<file path="config.mk">
export PLATFORM = sky130hd
export DESIGN_NAME = keyword_identifier_lexer
export DESIGN_NICKNAME = d
export VERILOG_FILES = /design/src/rtl/core/kil_pkg.sv /design/src/rtl/core/keyword_identifier_lexer.sv /design/src/rtl/core/kil_core.sv /design/src/rtl/core/kil_out_buf.sv
export SDC_FILE = /design/constraint.sdc
export NUM_CORES = 1
export LEC_CHECK = 0
export ABC_AREA = 0
export BUFFER_PORTS_ARGS = -buffer_cell sky130_fd_sc_hd__buf_4
export CAP_MARGIN = 40
export CORE_MARGIN = 2
export CORE_UTILIZATION = 60
export CTS_BUF_LIST = sky130_fd_sc_hd__clkbuf_4 sky130_fd_sc_hd__clkbuf_8 sky130_fd_sc_hd__clkbuf_16
export DETAILED_ROUTE_END_ITERATION = 8
export PLACE_DENSITY = 0.8
export SLEW_MARGIN = 20
export SYNTH_ARGS = -nofsm -noshare
export SYNTH_HDL_FRONTEND = slang
export SYNTH_SLANG_ARGS = --single-unit
</file>
<file path="constraint.sdc">
create_clock -name clk -period 4 [get_ports clk]
set_clock_uncertainty 0.2 [all_clocks]
set_input_delay 0.8 -clock clk [delete_from_list [all_inputs] [get_ports clk]]
set_output_delay 0.8 -clock clk [all_outputs]
set_load 0.02 [all_outputs]
</file>
<file path="src/rtl/core/kil_pkg.sv">
// ----------------------------------------------------------------------------
// kil_pkg
// shared types and constants of the keyword / identifier lexer
// ----------------------------------------------------------------------------
package kil_pkg;

    localparam int COUNT_WIDTH_DEF = 16;
    localparam int FIELD_WIDTH     = 16;
    localparam int NUM_KW          = 10;
    localparam int KW_SLOTS        = 8;
    localparam int NUM_OPS         = 10;

    localparam logic [3:0] TOK_KEYWORD = 4'd0;
    localparam logic [3:0] TOK_IDENT   = 4'd1;
    localparam logic [3:0] TOK_OP_BASE = 4'd2;

    localparam logic [3:0] WORD_LEN_MAX = 4'd15;

    localparam logic [7:0] KW_TEXT [NUM_KW][KW_SLOTS] = '{
        '{"i", "n", "t", 8'h00, 8'h00, 8'h00, 8'h00, 8'h00},
        '{"f", "l", "o", "a", "t", 8'h00, 8'h00, 8'h00},
        '{"c", "h", "a", "r", 8'h00, 8'h00, 8'h00, 8'h00},
        '{"i", "f", 8'h00, 8'h00, 8'h00, 8'h00, 8'h00, 8'h00},
        '{"e", "l", "s", "e", 8'h00, 8'h00, 8'h00, 8'h00},
        '{"w", "h", "i", "l", "e", 8'h00, 8'h00, 8'h00},
        '{"d", "o", 8'h00, 8'h00, 8'h00, 8'h00, 8'h00, 8'h00},
        '{"b", "r", "e", "a", "k", 8'h00, 8'h00, 8'h00},
        '{"c", "o", "n", "t", "i", "n", "u", "e"},
        '{"r", "e", "t", "u", "r", "n", 8'h00, 8'h00}
    };

    localparam logic [3:0] KW_LEN [NUM_KW] = '{
        4'd3, 4'd5, 4'd4, 4'd2, 4'd4, 4'd5, 4'd2, 4'd5, 4'd8, 4'd6
    };

    localparam logic [7:0] OP_CHARS [NUM_OPS] = '{
        "+", "-", "*", "/", "%", "=", ",", ";", "(", ")"
    };

    typedef struct packed {
        logic [7:0] char_code;
        logic       flush;
    } char_word_t;

    typedef struct packed {
        logic [3:0]             token_kind;
        logic                   last;
        logic [FIELD_WIDTH-1:0] keywords_seen;
        logic [FIELD_WIDTH-1:0] identifiers_seen;
        logic [FIELD_WIDTH-1:0] operators_seen;
    } token_word_t;

    typedef struct packed {
        logic        word_vld;
        token_word_t word_tok;
        logic        op_vld;
        token_word_t op_tok;
    } lex_result_t;

endpackage

</file>
<file path="src/rtl/core/keyword_identifier_lexer.sv">
// ----------------------------------------------------------------------------
// keyword_identifier_lexer
// byte-stream lexer emitting keyword, identifier and operator tokens
// ----------------------------------------------------------------------------
// usage:
//   char channel: one byte (char_code) or an end-of-stream flush per word,
//   taken when char_valid is high and char_stall is low
//   token channel: token words with kind, last flag and running counts,
//   delivered when token_valid is high and token_stall is low
//   a byte or flush gives zero, one or two tokens (word token, then operator);
//   the first token appears in the cycle after the byte is taken
//   throughput is one byte per cycle while not stalled; a byte with two tokens
//   holds input until the second leaves; the token port moves one word a cycle
//   a new byte is taken in the same cycle the last queued token leaves
//   reset clears the word state and the three totals; no tokens are pending
//   when the receiver stalls, queued tokens hold and char_stall stays high
//   while a queued token is stalled or a second token still waits
// ----------------------------------------------------------------------------
module keyword_identifier_lexer
    import kil_pkg::*;
#(
    parameter int COUNT_WIDTH = COUNT_WIDTH_DEF
)
(
    input  logic        clk,
    input  logic        rst_n,
    input  logic        char_valid,
    output logic        char_stall,
    input  char_word_t  char_word,
    output logic        token_valid,
    input  logic        token_stall,
    output token_word_t token_word
);

    logic        accept;
    logic        busy;
    lex_result_t result;

    assign char_stall = busy;
    assign accept     = char_valid && !busy;

    kil_core #(
        .COUNT_WIDTH (COUNT_WIDTH)
    ) u_core (
        .clk       (clk),
        .rst_n     (rst_n),
        .accept    (accept),
        .char_word (char_word),
        .result    (result)
    );

    kil_out_buf u_out_buf (
        .clk         (clk),
        .rst_n       (rst_n),
        .load        (accept),
        .result      (result),
        .busy        (busy),
        .token_valid (token_valid),
        .token_stall (token_stall),
        .token_word  (token_word)
    );

endmodule

</file>
<file path="src/rtl/core/kil_core.sv">
// ----------------------------------------------------------------------------
// kil_core
// word state, parallel keyword match, saturating token counters
// ----------------------------------------------------------------------------
module kil_core
    import kil_pkg::*;
#(
    parameter int COUNT_WIDTH = COUNT_WIDTH_DEF
)
(
    input  logic        clk,
    input  logic        rst_n,
    input  logic        accept,
    input  char_word_t  char_word,
    output lex_result_t result
);

    logic [3:0]             word_len_reg;
    logic [3:0]             word_len_next;
    logic [NUM_KW-1:0]      mask_reg;
    logic [NUM_KW-1:0]      mask_next;
    logic [COUNT_WIDTH-1:0] kw_total_reg;
    logic [COUNT_WIDTH-1:0] kw_total_next;
    logic [COUNT_WIDTH-1:0] id_total_reg;
    logic [COUNT_WIDTH-1:0] id_total_next;
    logic [COUNT_WIDTH-1:0] op_total_reg;
    logic [COUNT_WIDTH-1:0] op_total_next;

    logic [7:0]        c;
    logic              alnum;
    logic              is_op;
    logic [3:0]        op_idx;
    logic [NUM_KW-1:0] keep;
    logic [NUM_KW-1:0] len_hit;
    logic              is_kw;
    logic              close_word;
    logic              op_vld;

    assign c     = char_word.char_code;
    assign alnum = (c >= "0" && c <= "9") || (c >= "A" && c <= "Z") ||
                   (c >= "a" && c <= "z");

    always_comb
    begin
        is_op  = 1'b0;
        op_idx = 4'd0;
        for (int i = NUM_OPS - 1; i >= 0; i--)
        begin
            if (OP_CHARS[i] == c)
            begin
                is_op  = 1'b1;
                op_idx = 4'(i);
            end
        end
    end

    always_comb
    begin
        for (int i = 0; i < NUM_KW; i++)
        begin
            keep[i]    = (word_len_reg < KW_LEN[i]) && (word_len_reg < 4'(KW_SLOTS)) &&
                         (KW_TEXT[i][word_len_reg[2:0]] == c);
            len_hit[i] = (KW_LEN[i] == word_len_reg);
        end
    end

    assign is_kw      = |(mask_reg & len_hit);
    assign close_word = accept && (word_len_reg != 4'd0) && (char_word.flush || !alnum);
    assign op_vld     = accept && !char_word.flush && !alnum && is_op;

    always_comb
    begin
        kw_total_next = kw_total_reg;
        id_total_next = id_total_reg;
        op_total_next = op_total_reg;
        if (close_word && is_kw && !(&kw_total_reg))
        begin
            kw_total_next = kw_total_reg + COUNT_WIDTH'(1);
        end
        if (close_word && !is_kw && !(&id_total_reg))
        begin
            id_total_next = id_total_reg + COUNT_WIDTH'(1);
        end
        if (op_vld && !(&op_total_reg))
        begin
            op_total_next = op_total_reg + COUNT_WIDTH'(1);
        end
    end

    always_comb
    begin
        word_len_next = word_len_reg;
        mask_next     = mask_reg;
        if (accept)
        begin
            if (char_word.flush || !alnum)
            begin
                word_len_next = 4'd0;
                mask_next     = '1;
            end
            else
            begin
                mask_next = mask_reg & keep;
                if (word_len_reg != WORD_LEN_MAX)
                begin
                    word_len_next = word_len_reg + 4'd1;
                end
            end
        end
    end

    always_comb
    begin
        result.word_vld                  = close_word;
        result.word_tok.token_kind       = is_kw ? TOK_KEYWORD : TOK_IDENT;
        result.word_tok.last             = !op_vld;
        result.word_tok.keywords_seen    = FIELD_WIDTH'(kw_total_next);
        result.word_tok.identifiers_seen = FIELD_WIDTH'(id_total_next);
        result.word_tok.operators_seen   = FIELD_WIDTH'(op_total_reg);
        result.op_vld                    = op_vld;
        result.op_tok.token_kind         = TOK_OP_BASE + op_idx;
        result.op_tok.last               = 1'b1;
        result.op_tok.keywords_seen      = FIELD_WIDTH'(kw_total_next);
        result.op_tok.identifiers_seen   = FIELD_WIDTH'(id_total_next);
        result.op_tok.operators_seen     = FIELD_WIDTH'(op_total_next);
    end

    always_ff @(posedge clk or negedge rst_n)
    begin
        if (!rst_n)
        begin
            word_len_reg <= 4'd0;
            mask_reg     <= '1;
            kw_total_reg <= '0;
            id_total_reg <= '0;
            op_total_reg <= '0;
        end
        else
        begin
            word_len_reg <= word_len_next;
            mask_reg     <= mask_next;
            kw_total_reg <= kw_total_next;
            id_total_reg <= id_total_next;
            op_total_reg <= op_total_next;
        end
    end

    // no pending word means every keyword is still a candidate
    a_idle_mask: assert property (@(posedge clk) disable iff (!rst_n)
        (word_len_reg == 4'd0) |-> (mask_reg == '1))
        else $error("match mask narrowed without a pending word");

    a_kw_needs_mask: assert property (@(posedge clk) disable iff (!rst_n)
        (close_word && is_kw) |-> (mask_reg != '0))
        else $error("keyword emitted with empty match mask");

    a_totals_grow: assert property (@(posedge clk) disable iff (!rst_n)
        1'b1 |=> (kw_total_reg >= $past(kw_total_reg)) &&
                 (id_total_reg >= $past(id_total_reg)) &&
                 (op_total_reg >= $past(op_total_reg)))
        else $error("token total went backwards");

endmodule

</file>
<file path="src/rtl/core/kil_out_buf.sv">
// ----------------------------------------------------------------------------
// kil_out_buf
// two-entry result register holding the word token and the operator token
// ----------------------------------------------------------------------------
module kil_out_buf
    import kil_pkg::*;
(
    input  logic        clk,
    input  logic        rst_n,
    input  logic        load,
    input  lex_result_t result,
    output logic        busy,
    output logic        token_valid,
    input  logic        token_stall,
    output token_word_t token_word
);

    logic        vld0_reg;
    logic        vld0_next;
    logic        vld1_reg;
    logic        vld1_next;
    token_word_t res0_reg;
    token_word_t res0_next;
    token_word_t res1_reg;
    token_word_t res1_next;
    logic        pop;

    assign pop         = vld0_reg && !token_stall;
    assign busy        = vld1_reg || (vld0_reg && token_stall);
    assign token_valid = vld0_reg;
    assign token_word  = res0_reg;

    always_comb
    begin
        vld0_next = vld0_reg;
        vld1_next = vld1_reg;
        res0_next = res0_reg;
        res1_next = res1_reg;
        if (pop)
        begin
            vld0_next = vld1_reg;
            res0_next = res1_reg;
            vld1_next = 1'b0;
        end
        if (load && (result.word_vld || result.op_vld))
        begin
            vld0_next = 1'b1;
            vld1_next = result.word_vld && result.op_vld;
            res0_next = result.word_vld ? result.word_tok : result.op_tok;
            res1_next = result.op_tok;
        end
    end

    always_ff @(posedge clk or negedge rst_n)
    begin
        if (!rst_n)
        begin
            vld0_reg <= 1'b0;
            vld1_reg <= 1'b0;
        end
        else
        begin
            vld0_reg <= vld0_next;
            vld1_reg <= vld1_next;
        end
    end

    always_ff @(posedge clk)
    begin
        res0_reg <= res0_next;
        res1_reg <= res1_next;
    end

    a_fill_order: assert property (@(posedge clk) disable iff (!rst_n)
        vld1_reg |-> vld0_reg)
        else $error("second slot full with first slot empty");

    a_no_overwrite: assert property (@(posedge clk) disable iff (!rst_n)
        load |-> (!vld1_reg && (!vld0_reg || pop)))
        else $error("results loaded over an undelivered word");

    a_last_flag: assert property (@(posedge clk) disable iff (!rst_n)
        vld0_reg |-> (res0_reg.last == !vld1_reg))
        else $error("last flag does not match queued results");

endmodule
</file>
== Yosys cells after proc, flatten, opt, wreduce, memory -nomap -nowiden ==
Memories as Yosys holds them, arrays and structs flattened.
Cells that the tools add are included.

* Add/sub/neg operators: 5
* Magnitude comparators: 13
* Equality and inequality tests: 27
* Mux-type cells: 54
* Bitwise gates (word level): 3
* Reductions and logical operators: 55

{| class="wikitable"
|+ Operator list
! kind !! count
|-
| $mux W8 || 20
|-
| $mux W53 || 3
|-
| $eq A6 B8 Y1 const A || 10
|-
| $eq A8 B8 Y1 || 10
|-
| $add A16 B1 Y16 const B || 3
|-
| $mux W16 || 3
|-
| $mux W4 || 12
|-
| $reduce_and A16 Y1 || 3
|-
| $logic_and A1 B1 Y1 || 33
|-
| $and A10 B10 Y10 || 2
|-
| $ge A8 B7 Y1 const B || 2
|-
| $le A8 B7 Y1 const B || 2
|-
| $mux W1 || 15
|-
| $eq A3 B4 Y1 const A || 3
|-
| $lt A4 B3 Y1 const B || 3
|-
| $mux W10 || 1
|-
| $reduce_or A10 Y1 || 1
|-
| $logic_not A1 Y1 || 9
|-
| $eq A2 B4 Y1 const A || 2
|-
| $ge A8 B6 Y1 const B || 1
|-
| $le A8 B6 Y1 const B || 1
|-
| $lt A4 B2 Y1 const B || 2
|-
| $logic_or A1 B1 Y1 || 5
|-
| $add A2 B4 Y4 const A || 1
|-
| 9 further kinds || 10
|}

* Register bits after elaboration: 169
* Bits in read-only memories: 640
* Input port bits: 13
* Output and inout port bits: 55
* Logic and storage cells: 183
* Memories: 10

{| class="wikitable"
|+ Memory list
! memory !! words !! bits a word !! rd ports !! clocked after Yosys merged registers in !! wr ports !! RTL line !! RTL
|-
| (name not given) || 8 || 8 || 1 || 0 || 0 || kil_core.sv:62 || <nowiki>(KW_TEXT[i][word_len_reg[2:0]] == c);</nowiki>
|-
| (name not given) || 8 || 8 || 1 || 0 || 0 || kil_core.sv:62 ||
|-
| (name not given) || 8 || 8 || 1 || 0 || 0 || kil_core.sv:62 ||
|-
| (name not given) || 8 || 8 || 1 || 0 || 0 || kil_core.sv:62 ||
|-
| (name not given) || 8 || 8 || 1 || 0 || 0 || kil_core.sv:62 ||
|-
| (name not given) || 8 || 8 || 1 || 0 || 0 || kil_core.sv:62 ||
|-
| 4 more memories || n/a || n/a || n/a || n/a || n/a || n/a ||
|}

== Longest topological paths before layout ==
Gate-level depths: netlist (run 1).

* Depth after elaboration: 16
* Depth in mapped cells: 11
* Gate-level depth less buffers: 9

== Hierarchy ==
Synthesis (run 1) repeated with hierarchy kept, for this count alone.

* Cells, all modules: 867
* Area total of the unflattened synthesis: 9191.3 µm²

{| class="wikitable"
|+ Modules (own cells, without submodules)
! module !! instances !! cells each !! area an instance (µm²) !! seq. area each (µm²)
|-
| kil_out_buf || 1 || 353 || 4707.0 || 3233.1
|-
| kil_core || 1 || 513 || 4470.5 || 1564.0
|-
| keyword_identifier_lexer || 1 || 1 || 13.8 || 0.0
|}

== Worst setup path after synthesis (run 1) ==
No wires, ideal clock.

* Path type: input-to-reg
* Start point: input char_word[5] (netlist bit)
* End point: register u_out_buf.res0_reg, in the netlist u_out_buf.token_word[0], enable pin
* Library setup time: 0.616 ns
* Data arrival time: 2.905 ns
* Required time: 3.184 ns
* Path slack: 0.279 ns
* Stages on the path: 6
* Path buffers: 1
* Path through: buf_2 o21bai_1 a211oi_2 a21o_1 o21bai_1 nand2_1

* Longest elaborated chain between the ends: 15
* Elaborated cells on any way between the ends: 39
* Those cells by class: order compare: 6; eq/ne: 10; mux: 10; reduce/logical: 13

{| class="wikitable"
|+ RTL lines
! what !! RTL line !! RTL
|-
| start, declared || keyword_identifier_lexer.sv:29 || <nowiki>input char_word_t char_word,</nowiki>
|-
| $eq A6 B8 Y1 || kil_core.sv:49 || <nowiki>if (OP_CHARS[i] == c)</nowiki>
|-
| $mux W1 (10 in a row) || kil_core.sv:49 ||
|-
| $logic_and A1 B1 Y1 || kil_core.sv:69 || <nowiki>assign op_vld = accept && !char_word.flush && !alnum && is_op;</nowiki>
|-
| $logic_or A1 B1 Y1 (*) || kil_out_buf.sv:45 || <nowiki>if (load && (result.word_vld || result.op_vld))</nowiki>
|-
| $logic_and A1 B1 Y1 (*) || kil_out_buf.sv:45 ||
|-
| $reduce_bool A2 Y1 (no line) (*) || n/a ||
|-
| end signal, assigned || kil_out_buf.sv:70 || <nowiki>res0_reg <= res0_next;</nowiki>
|-
| end, declared || kil_out_buf.sv:22 || <nowiki>token_word_t res0_reg;</nowiki>
|}

Mark *: on every way between the ends. The rest lies on a longest branch, timed or not.
A chain may end at the register's enable or synchronous reset.

==> impl_metrics.ini, run 1 <==
[outcome]
status = complete, no violations

[global_route]
grt_overflow = 0
grt_pass1_vias = 6101
grt_pass1_wl_um = 31100
antenna_found_initial = 0
grt_max_degree = 65
track_usage_pct = 26.9

[routing]
wl_um = 19300
drc_errors = 0
viasPerCell = 6.27
drt_iter0_drc = 742
firstDrtPassIters = 6
wl_per_cell_um = 19.0
vias = 6379
antenna_left = 0

[power]
leakagePower_nw = 3.74
pwr_density_cell_nw_per_um2 = 427
irDropWorstVdd_uv = 297

[synthesis]
synth_compound_area_share_pct = 11.4
synth-seq-cells = 169
synth-edff-count = 105
muxShareOfSynthArea_pct = 4.96
syn-num-nets = 786
async_flop_share_pct = 37.9
yosys.area_share.simple_pct = 16.1
synth.distinct_cells = 74
yosys.area_share.xor_xnor_pct = 6.41
synth_warnings = 0
syn_inst = 761
ys_seq_area_share_pct = 56.2
avgSynthCellArea_um2 = 11.1
synth_fa_ha_area_share_pct = 1.77
synth_top_family_by_area = simple AND/OR/NAND/NOR gates
synth-main-ff-cell = edfxtp_1
syn_area_um2 = 8480

[finish]
drive_above_1_share_pct = 20.4
synthToLayoutAreaGrowth_pct = 15.8
antenna_cells = 0
fin_util_pct = 71.0
nFillCells = 991
largest_register_ffs = 53
finalNetCount = 849
stdcell_area_um2 = 9820

[sta]
fin_setup_tns_ns = 0
grt_setup_unrepaired = false
hold_viol_final = 0
slew_violations = 0
setup_viol = 0
min_period_ns = 3.58
post-route-period-util_pct = 89.5
max_freq_ghz = 0.279
max_slew_margin_pct = 36.2
tightest_slew_ns = 0.956

[setup_path]
arrival_ns = 3.65
startpoint_type = flop
cp_slowest_cell = or4b_1
path_cells = inv_1 -> ha_1 -> or3b_1 -> nand3_1 -> a21o_1 -> or4b_1 -> or4_1 -> a31oi_1
end_kind = flop
slowest_delay_ns = 0.72
crit_type = flop to flop
path_delay_family = simple AND/OR/NAND/NOR gates
reg2reg_depth = 8
crit-reg2reg-launch = u_core.word_len_reg[0]$_DFFE_PN0P_
required_ns = 4.07
path_max_fanout = 11
rrSetupSlack_ns = 0.42
timing.critical_path.buf_inv = 1
r2r_end = u_out_buf.token_word[47]$_DFFE_PP_

[clock_network]
clkTransAtPathRegs_ns = 0.07
cts_tree = yes
numCtsBuffers = 17
post_cts_resized = 0
clkLatencyLatePin_ns = 0.43
htree_levels = 4
post_cts_buffers = 0
clock_sinks = 169
ctsHoldBuffers = 0
cts_buffer_depth = 2
cts_root_buf = clkbuf_16

[floorplanning]
core_um2 = 13800
dieArea_um2 = 15100
die_x_um = 123
ios = 68
fp-row-count = 43
initial_core_util_pct = 61.3
chipHeight_um = 123

[placed_design]
place_area_um2 = 9200
hpwl_um = 12800
place_congestion = 0.923
io_buffer_count = 67

[flow_run]
cap_violations = 0

[worst_hold_path]
holdCritPathClass = input port to async pin
per-stage QoR:
step | total power (W) | setup WS (ns) | instances | hold slack, ns
floorplan | 0.00242 | 0.279 | 761 | 0.258
global placement | 0.00260 | 0.545 | 984 | 0.275
detailed placement | 0.00262 | 0.417 | 984 | 0.276
CTS | 0.00421 | 0.482 | 1016 | 0.291
global route | 0.00435 | 0.301 | 1017 | 0.00692
finish | 0.00419 | 0.420 | 1017 | 0.0122
cell usage after synthesis, types with 8 or more instances:
cell	count	area, um2
nand4_1	21	131
and3_1	9	56.3
o21ai_0	31	155
mux2_2	29	327
a31oi_1	17	106
ha_1	12	150
xor2_1	27	236
nand3_1	42	210
a21oi_1	35	175
dfstp_2	10	263
nor3_1	17	85.1
xnor2_1	35	307
o22ai_1	9	56.3
nor2_1	49	184
clkbuf_1	26	97.6
buf_2	8	40.0
dfrtp_1	54	1350
nor4_1	13	81.3
inv_1	21	78.8
nand2_1	68	255
edfxtp_1	105	3150
worst max-delay path by stage:
| stage | from | endpoint | slack, ns | depth (start not counted) |
|---|---|---|---|---|
| global route | u_core.word_len_reg[0]$_DFFE_PN0P_ | u_out_buf.token_word[47]$_DFFE_PP_ | 0.30 | 8 |
| CTS | u_core.word_len_reg[0]$_DFFE_PN0P_ | u_out_buf.token_word[47]$_DFFE_PP_ | 0.48 | 8 |
| global placement | char_word[2] | u_out_buf.token_word[47]$_DFFE_PP_ | 0.55 | 7 |
| floorplan | char_word[5] | u_out_buf.token_word[0]$_DFFE_PP_ | 0.28 | 6 |
| detailed placement | char_word[2] | u_out_buf.token_word[47]$_DFFE_PP_ | 0.42 | 7 |
| finish | u_core.word_len_reg[0]$_DFFE_PN0P_ | u_out_buf.token_word[47]$_DFFE_PP_ | 0.42 | 8 |
power breakdown:
part           switching, W  internal (W)  leakage, nW
Clock              0.000745      0.000851        0.292
Sequential        0.0000568       0.00200         1.77
Combinational      0.000325      0.000209         1.68
kinds of logic (layout without fill, tap and decap cells):
kind of cell,count (synthesis),in the layout
simple gates,268,268
flops,169,169
compound gates,146,146
buf+inv,66,142
xor+xnor,62,62
mux,38,38
fa+ha+maj,12,12
final cells by class:
type                    instances  area (um2)  share of cell area (%)
flip-flops and latches        169        4770                    48.6
clock inverters                14         151                    1.54
inverters                      23        86.3                   0.879
clock buffers                  18         439                    4.47
well taps                     180         225                    2.29
multi-input cells             526        3450                    35.1
repair buffers                 87         698                    7.11
layout by cell type (no fill, tap or decap), types with 13 or more instances in the layout:
| master | n |
|---|---|
| buf_4 | 84 |
| o21ai_0 | 31 |
| inv_1 | 21 |
| nor2_1 | 49 |
| nand4_1 | 21 |
| dfrtp_1 | 54 |
| nand2_1 | 67 |
| mux2_2 | 29 |
| xor2_1 | 27 |
| clkbuf_16 | 17 |
| a21oi_1 | 35 |
| nand3_1 | 42 |
| xnor2_1 | 35 |
| nor3_1 | 17 |
| a31oi_1 | 17 |
| edfxtp_1 | 105 |
| nor4_1 | 13 |
metal layers:
| layer | wire length, um | vias up | GRT usage (%) | share of wire, % |
|---|---|---|---|---|
| met5 | 0 | - | 0 | 0 |
| met4 | 406 | 0 | 9.84 | 2.1 |
| met3 | 1060 | 46 | 5.16 | 5.5 |
| met2 | 9680 | 227 | 43.5 | 50 |
| met1 | 8160 | 3147 | 36.4 | 42 |
| li1 | - | 2959 | - | - |
No activity file was read; power rests on OpenSTA's default activity.
==> inputs of run 2 (changes only) <==
--- a/config.mk
+++ b/config.mk
@@ -9,10 +9,11 @@
 export BUFFER_PORTS_ARGS = -buffer_cell sky130_fd_sc_hd__buf_4
 export CAP_MARGIN = 40
 export CORE_MARGIN = 2
-export CORE_UTILIZATION = 60
+export CORE_UTILIZATION = 54
 export CTS_BUF_LIST = sky130_fd_sc_hd__clkbuf_4 sky130_fd_sc_hd__clkbuf_8 sky130_fd_sc_hd__clkbuf_16
 export DETAILED_ROUTE_END_ITERATION = 8
-export PLACE_DENSITY = 0.8
+export PLACE_DENSITY = 0.76
+export RECOVER_POWER = 50
 export SLEW_MARGIN = 20
 export SYNTH_ARGS = -nofsm -noshare
 export SYNTH_HDL_FRONTEND = slang
==> constraint.sdc (replaced) <==
create_clock -name clk -period 3.2 [get_ports clk]
set_clock_uncertainty 0.2 [all_clocks]
set_input_delay 0.64 -clock clk [delete_from_list [all_inputs] [get_ports clk]]
set_output_delay 0.64 -clock clk [all_outputs]
set_load 0.02 [all_outputs]
==> impl_metrics.ini, run 2 (synthesis gave the netlist of run 1 again) <==
[global_route]
grt_pass1_wl_um = 31900
antenna_found_initial = 0
track_usage_pct = 24.6
grt_max_degree = 65
grt_overflow = 0
grt_pass1_vias = 6283

[sta]
min_period_ns = 3.04
hold_ws_ns = 0.287
grt_setup_unrepaired = false
slew_violations = 0
fin_setup_tns_ns = 0
setup_viol = 0
post-route-period-util_pct = 95.0
max_freq_ghz = 0.329
tightest_slew_ns = 1.06
max_slew_margin_pct = 29.5
hold_viol_final = 0

[setup_path]
crit_end = u_out_buf.token_word[26]$_DFFE_PP_
required_ns = 3.19
crit_type = input port to flop
timing.critical_path.buf_inv = 4
cp_slowest_cell = clkbuf_2
reg2reg_depth = 9
crit-reg2reg-launch = u_core.word_len_reg[1]$_DFFE_PN0P_
crit_start = char_word[3]
slowest_delay_ns = 0.50
end_kind = flop
path_cells = buf_4 -> buf_4 -> nand2b_1 -> o21bai_1 -> a211oi_1 -> o21bai_1 -> inv_1 -> clkbuf_2 -> mux2_2
worstSetupPathDepth = 9
rrSetupSlack_ns = 0.18
path_max_fanout = 21
startpoint_type = input port
path_delay_family = buffers and inverters
r2r_end = u_out_buf.token_word[35]$_DFFE_PP_
arrival_ns = 3.03

[clock_network]
htree_levels = 4
numCtsBuffers = 17
cts_tree = yes
clkLatencyLatePin_ns = 0.45
cts_root_buf = clkbuf_16
clkTransAtPathRegs_ns = 0.06
post_cts_buffers = 0
clock_sinks = 169
cts_buffer_depth = 2

[placed_design]
place_congestion = 0.891
hpwl_um = 13300
io_buffer_count = 67

[finish]
drive_above_1_share_pct = 14.8
final_cell_mix = 105 x edfxtp_1, 67 x nand2_1, 66 x clkbuf_1, 54 x dfrtp_1, 49 x nor2_1
synthToLayoutAreaGrowth_pct = 16.0
finalNetCount = 878
largest_register_ffs = 53
layout_commonest_cell = edfxtp_1
antenna_cells = 0

[routing]
vias = 6509
antenna_left = 0
firstDrtPassIters = 5
drc_errors = 0
viasPerCell = 6.04
wl_um = 19900
drt_iter0_drc = 658
wl_per_cell_um = 18.4

[floorplanning]
chipHeight_um = 129
core_um2 = 15300
die_x_um = 129
ios = 68
initial_core_util_pct = 55.6
dieArea_um2 = 16700
fp-row-count = 45

[outcome]
status = complete, no violations

[power]
irDropWorstVdd_uv = 451
leakagePower_nw = 3.64
pwr_density_cell_nw_per_um2 = 534

[worst_hold_path]
holdPathStages = 3
holdCritPathClass = input port to flop
min_from = token_stall

[flow_run]
cap_violations = 0
-- run 2: cell count changes in the layout (fill, tap and decap cells not counted), moves of 3 or more --
| cell | change |
|---|---|
| inv_8 | -3 |
| clkinvlp_4 | +3 |
| buf_4 | -42 |
| clkbuf_1 | +66 |
| clkinv_8 | -3 |
-- run 2: cell type report --
class	count	area [um2]
Clock buffer	18	433
Inverter	23	86.3
Tap cell	211	264
Clock inverter	14	146
Fill cell	1210	5430
Timing Repair Buffer	116	691
Multi-Input combinational cell	526	3440
Sequential cell	169	4770
-- run 2: worst register-to-register path, delay by kind of cell (launching register included) --
kind            cells  cell delay [ns]
xor+xnor            1             0.21
buf+inv             2             0.31
flops               1             0.37
mux                 1             0.32
fa+ha+maj           1             0.24
compound gates      1             0.22
simple gates        3             0.90
-- run 2: how the worst min path moves through the flow --
stage / end / slack (ns)
after floorplan: u_core.id_total_reg[0]$_DFF_PN0_ / 0.14
after global placement: u_core.mask_reg[8]$_DFFE_PN1P_ / 0.28
after detailed placement: u_core.mask_reg[4]$_DFFE_PN1P_ / 0.28
after CTS: u_core.word_len_reg[3]$_DFFE_PN0P_ / 0.13
after global routing: u_out_buf.token_valid$_DFFE_PN0P_ / 0.28
final: u_out_buf.token_valid$_DFFE_PN0P_ / 0.29
-- run 2: metal layers --
layer,track usage (%),part of all wire [%],wire [um]
met1,31.6,42,8440
met2,41.5,50,10000
met3,4.58,5.0,995
met4,9.65,2.1,410
met5,0,0,0
-- run 2: report_power, final --
group | leakage (nW) | internal, W | switching, W
Sequential | 1.77 | 0.00250 | 0.0000684
Combinational | 1.60 | 0.000233 | 0.000413
Clock | 0.278 | 0.00116 | 0.000873
Total | 3.64 | 0.00390 | 0.00135
-- run 2: what timing repair did --
item,4_1_cts,5_1_grt
endpoints found under the hold margin,0,15
gates resized for setup,0,1
hold buffers,0,1
setup endpoints to repair,0,1
-- run 2: stage by stage --
step	power, W	worst slack, ns	cell area, um2	cells	utilization, %
5_1_grt	0.00545	0.0219	9830	1077	64.4
4_1_cts	0.00533	0.156	10100	1075	66.1
6_report	0.00525	0.159	9830	1077	64.4
2_1_floorplan	0.00302	0.0839	8480	761	-
3_5_place_dp	0.00331	0.136	9510	1043	62.3
3_3_place_gp	0.00328	0.207	9510	1043	62.3
==> inputs of run 3 (changes only) <==
--- a/config.mk
+++ b/config.mk
@@ -5,15 +5,15 @@
 export SDC_FILE = /design/constraint.sdc
 export NUM_CORES = 1
 export LEC_CHECK = 0
-export ABC_AREA = 0
+export ABC_AREA = 1
 export BUFFER_PORTS_ARGS = -buffer_cell sky130_fd_sc_hd__buf_4
-export CAP_MARGIN = 40
 export CORE_MARGIN = 2
-export CORE_UTILIZATION = 54
+export CORE_UTILIZATION = 55
 export CTS_BUF_LIST = sky130_fd_sc_hd__clkbuf_4 sky130_fd_sc_hd__clkbuf_8 sky130_fd_sc_hd__clkbuf_16
 export DETAILED_ROUTE_END_ITERATION = 8
-export PLACE_DENSITY = 0.76
+export PLACE_DENSITY = 0.77
 export RECOVER_POWER = 50
+export SKIP_CTS_REPAIR_TIMING = 1
 export SLEW_MARGIN = 20
 export SYNTH_ARGS = -nofsm -noshare
 export SYNTH_HDL_FRONTEND = slang
==> impl_metrics.ini, run 3 <==
[outcome]
status = finished, violations left
violations = max-capacitance violations, max-slew violations

[setup_path]
slowest_delay_ns = 0.48
required_ns = 3.18
crit_type = flop to flop
path_common_cell = nand2_1
arrival_ns = 2.91
crit_start = u_core.op_total_reg[0]$_DFF_PN0_
startpoint_type = flop
worstSetupPathDepth = 9
cp_slowest_cell = nor3_1
rrSetupSlack_ns = 0.27
crit_end = u_out_buf.token_word[1]$_DFFE_PP_
reg2reg_depth = 9
path_max_fanout = 29
path_delay_family = simple AND/OR/NAND/NOR gates
path_cells = ha_1 -> nand2_1 -> nor3_1 -> nand4_1 -> nand3_2 -> buf_4 -> nand2_1 -> o211ai_1 -> nand2_1
end_kind = flop
timing.critical_path.buf_inv = 1
r2r_end = u_out_buf.token_word[1]$_DFFE_PP_
crit-reg2reg-launch = u_core.op_total_reg[0]$_DFF_PN0_

[synthesis]
synth-main-ff-cell = edfxtp_1
synth-seq-cells = 169
synth.most_common_cell = nand2_1
syn_inst = 1027
avgSynthCellArea_um2 = 8.95
synth.distinct_cells = 47
synth_area_leaders = edfxtp_1 34%, dfrtp_1 15%, nand2_1 13%, nand3_1 4.4%, inv_1 4.3%
ys_seq_area_share_pct = 51.9
async_flop_share_pct = 37.9
yosysTopAreaCellShare_pct = 34.3
post-synth-top-area-cell = edfxtp_1
synth_warnings = 0
syn_area_um2 = 9190
syn-num-nets = 1052
synth-edff-count = 105
synthTopCellsByCount = 324 x nand2_1, 105 x edfxtp_1, 105 x inv_1, 81 x nand3_1, 54 x dfrtp_1

[clock_network]
cts_tree = yes
cts_buffer_depth = 2
htree_levels = 4
numCtsBuffers = 17
clkLatencyLatePin_ns = 0.43
clkTransAtPathRegs_ns = 0.07
cts_root_buf = clkbuf_16
clock_sinks = 169

[power]
irDropWorstVdd_uv = 375
pwr_density_cell_nw_per_um2 = 519
finalPower_w = 0.00531
leakagePower_nw = 4.37

[floorplanning]
fp-row-count = 47
core_um2 = 16500
initial_core_util_pct = 55.8
chipHeight_um = 133
ios = 68
die_x_um = 133
dieArea_um2 = 17800

[routing]
vias = 7132
wl_um = 20200
drt_iter0_drc = 731
drc_errors = 0
viasPerCell = 5.35
firstDrtPassIters = 5
antenna_left = 0
wl_per_cell_um = 15.2

[sta]
grt_setup_unrepaired = false
fin_ws_ns = 0.270
max_freq_ghz = 0.341
setup_viol = 0
min_period_ns = 2.93
fin_setup_tns_ns = 0
hold_ws_ns = 0.264
post-route-period-util_pct = 91.6
max_slew_margin_pct = -12.9
tightest_slew_ns = 1.69
hold_viol_final = 0
slew_violations = 65

[global_route]
grt_overflow = 0
grt_pass1_vias = 6847
antenna_found_initial = 0
track_usage_pct = 23.7
grt_pass1_wl_um = 33500
grt_max_degree = 65

[placed_design]
dp_slack_ns = 0.364
place_congestion = 0.970
hpwl_um = 13600
io_buffer_count = 67
dp.cells = 1300

[finish]
synthToLayoutAreaGrowth_pct = 11.3
drive_above_1_share_pct = 11.9
final_cell_mix = 327 x nand2_1, 107 x inv_1, 105 x edfxtp_1, 81 x nand3_1, 56 x clkbuf_1
finalNetCount = 1124
antenna_cells = 0
final_cells = 1332
largest_register_ffs = 53
layout_commonest_cell = nand2_1

[worst_hold_path]
holdCritPathClass = flop to flop

[flow_run]
cap_violations = 1
[run 3: layer usage]
| layer | share of wire [%] | wire length, um | global-route usage, % | up-vias |
|---|---|---|---|---|
| met2 | 49 | 9820 | 38.5 | 188 |
| met3 | 4.0 | 815 | 3.54 | 40 |
| met4 | 2.1 | 420 | 8.92 | 0 |
| li1 | - | - | - | 3511 |
| met5 | 0 | 0 | 0 | - |
| met1 | 45 | 9140 | 32.5 | 3393 |
[run 3: per-stage QoR]
step	instance area (um2)	util [%]
finish	10200	62.1
global route	10200	62.1
CTS	10500	63.7
detailed placement	9910	60.2
global placement	9910	60.2
floorplan	9190	-
[run 3: final cells by class]
cell class | instances | area [um2]
Clock inverter | 15 | 149
Multi-Input combinational cell | 712 | 3730
Timing Repair Buffer | 82 | 428
Clock buffer | 17 | 425
Fill cell | 1463 | 6240
Sequential cell | 169 | 4770
Inverter | 117 | 449
Tap cell | 220 | 275
[run 3: report_power, final]
part	internal [W]	switching (W)	leakage [nW]
clock	0.00115	0.000852	0.272
combinational	0.000217	0.000486	2.30
sequential	0.00250	0.000102	1.80
total	0.00387	0.00144	4.37
[run 3: worst min-delay path by stage]
stage | start | slack (ns) | cells after the start | end
floorplan | rst_n | 0.14 | 0 | u_core.id_total_reg[0]$_DFF_PN0_
global placement | u_core.mask_reg[2]$_DFFE_PN1P_ | 0.25 | 2 | u_core.mask_reg[2]$_DFFE_PN1P_
detailed placement | u_core.mask_reg[6]$_DFFE_PN1P_ | 0.25 | 2 | u_core.mask_reg[6]$_DFFE_PN1P_
CTS | rst_n | 0.15 | 1 | u_core.kw_total_reg[6]$_DFF_PN0_
global route | u_core.mask_reg[7]$_DFFE_PN1P_ | 0.28 | 2 | u_core.mask_reg[7]$_DFFE_PN1P_
finish | u_core.mask_reg[7]$_DFFE_PN1P_ | 0.26 | 2 | u_core.mask_reg[7]$_DFFE_PN1P_
[run 3: cells by family after synthesis]
logic type	after synthesis	share of synthesized area, %
mux	1	0.109
xor+xnor	52	4.96
compound gates	83	5.60
flops	169	51.9
buf+inv	146	7.23
simple gates	564	28.6
fa+ha+maj	12	1.63
[run 3: worst register-to-register path: cells and delay by family, from the launching register on]
family                     cells  cell delay (ns)
DFF                            1             0.40
and+or+nand+nor                6             1.38
AOI/OAI and AO/OA              1             0.11
buffers and inverters          1             0.33
adders and majority gates      1             0.26
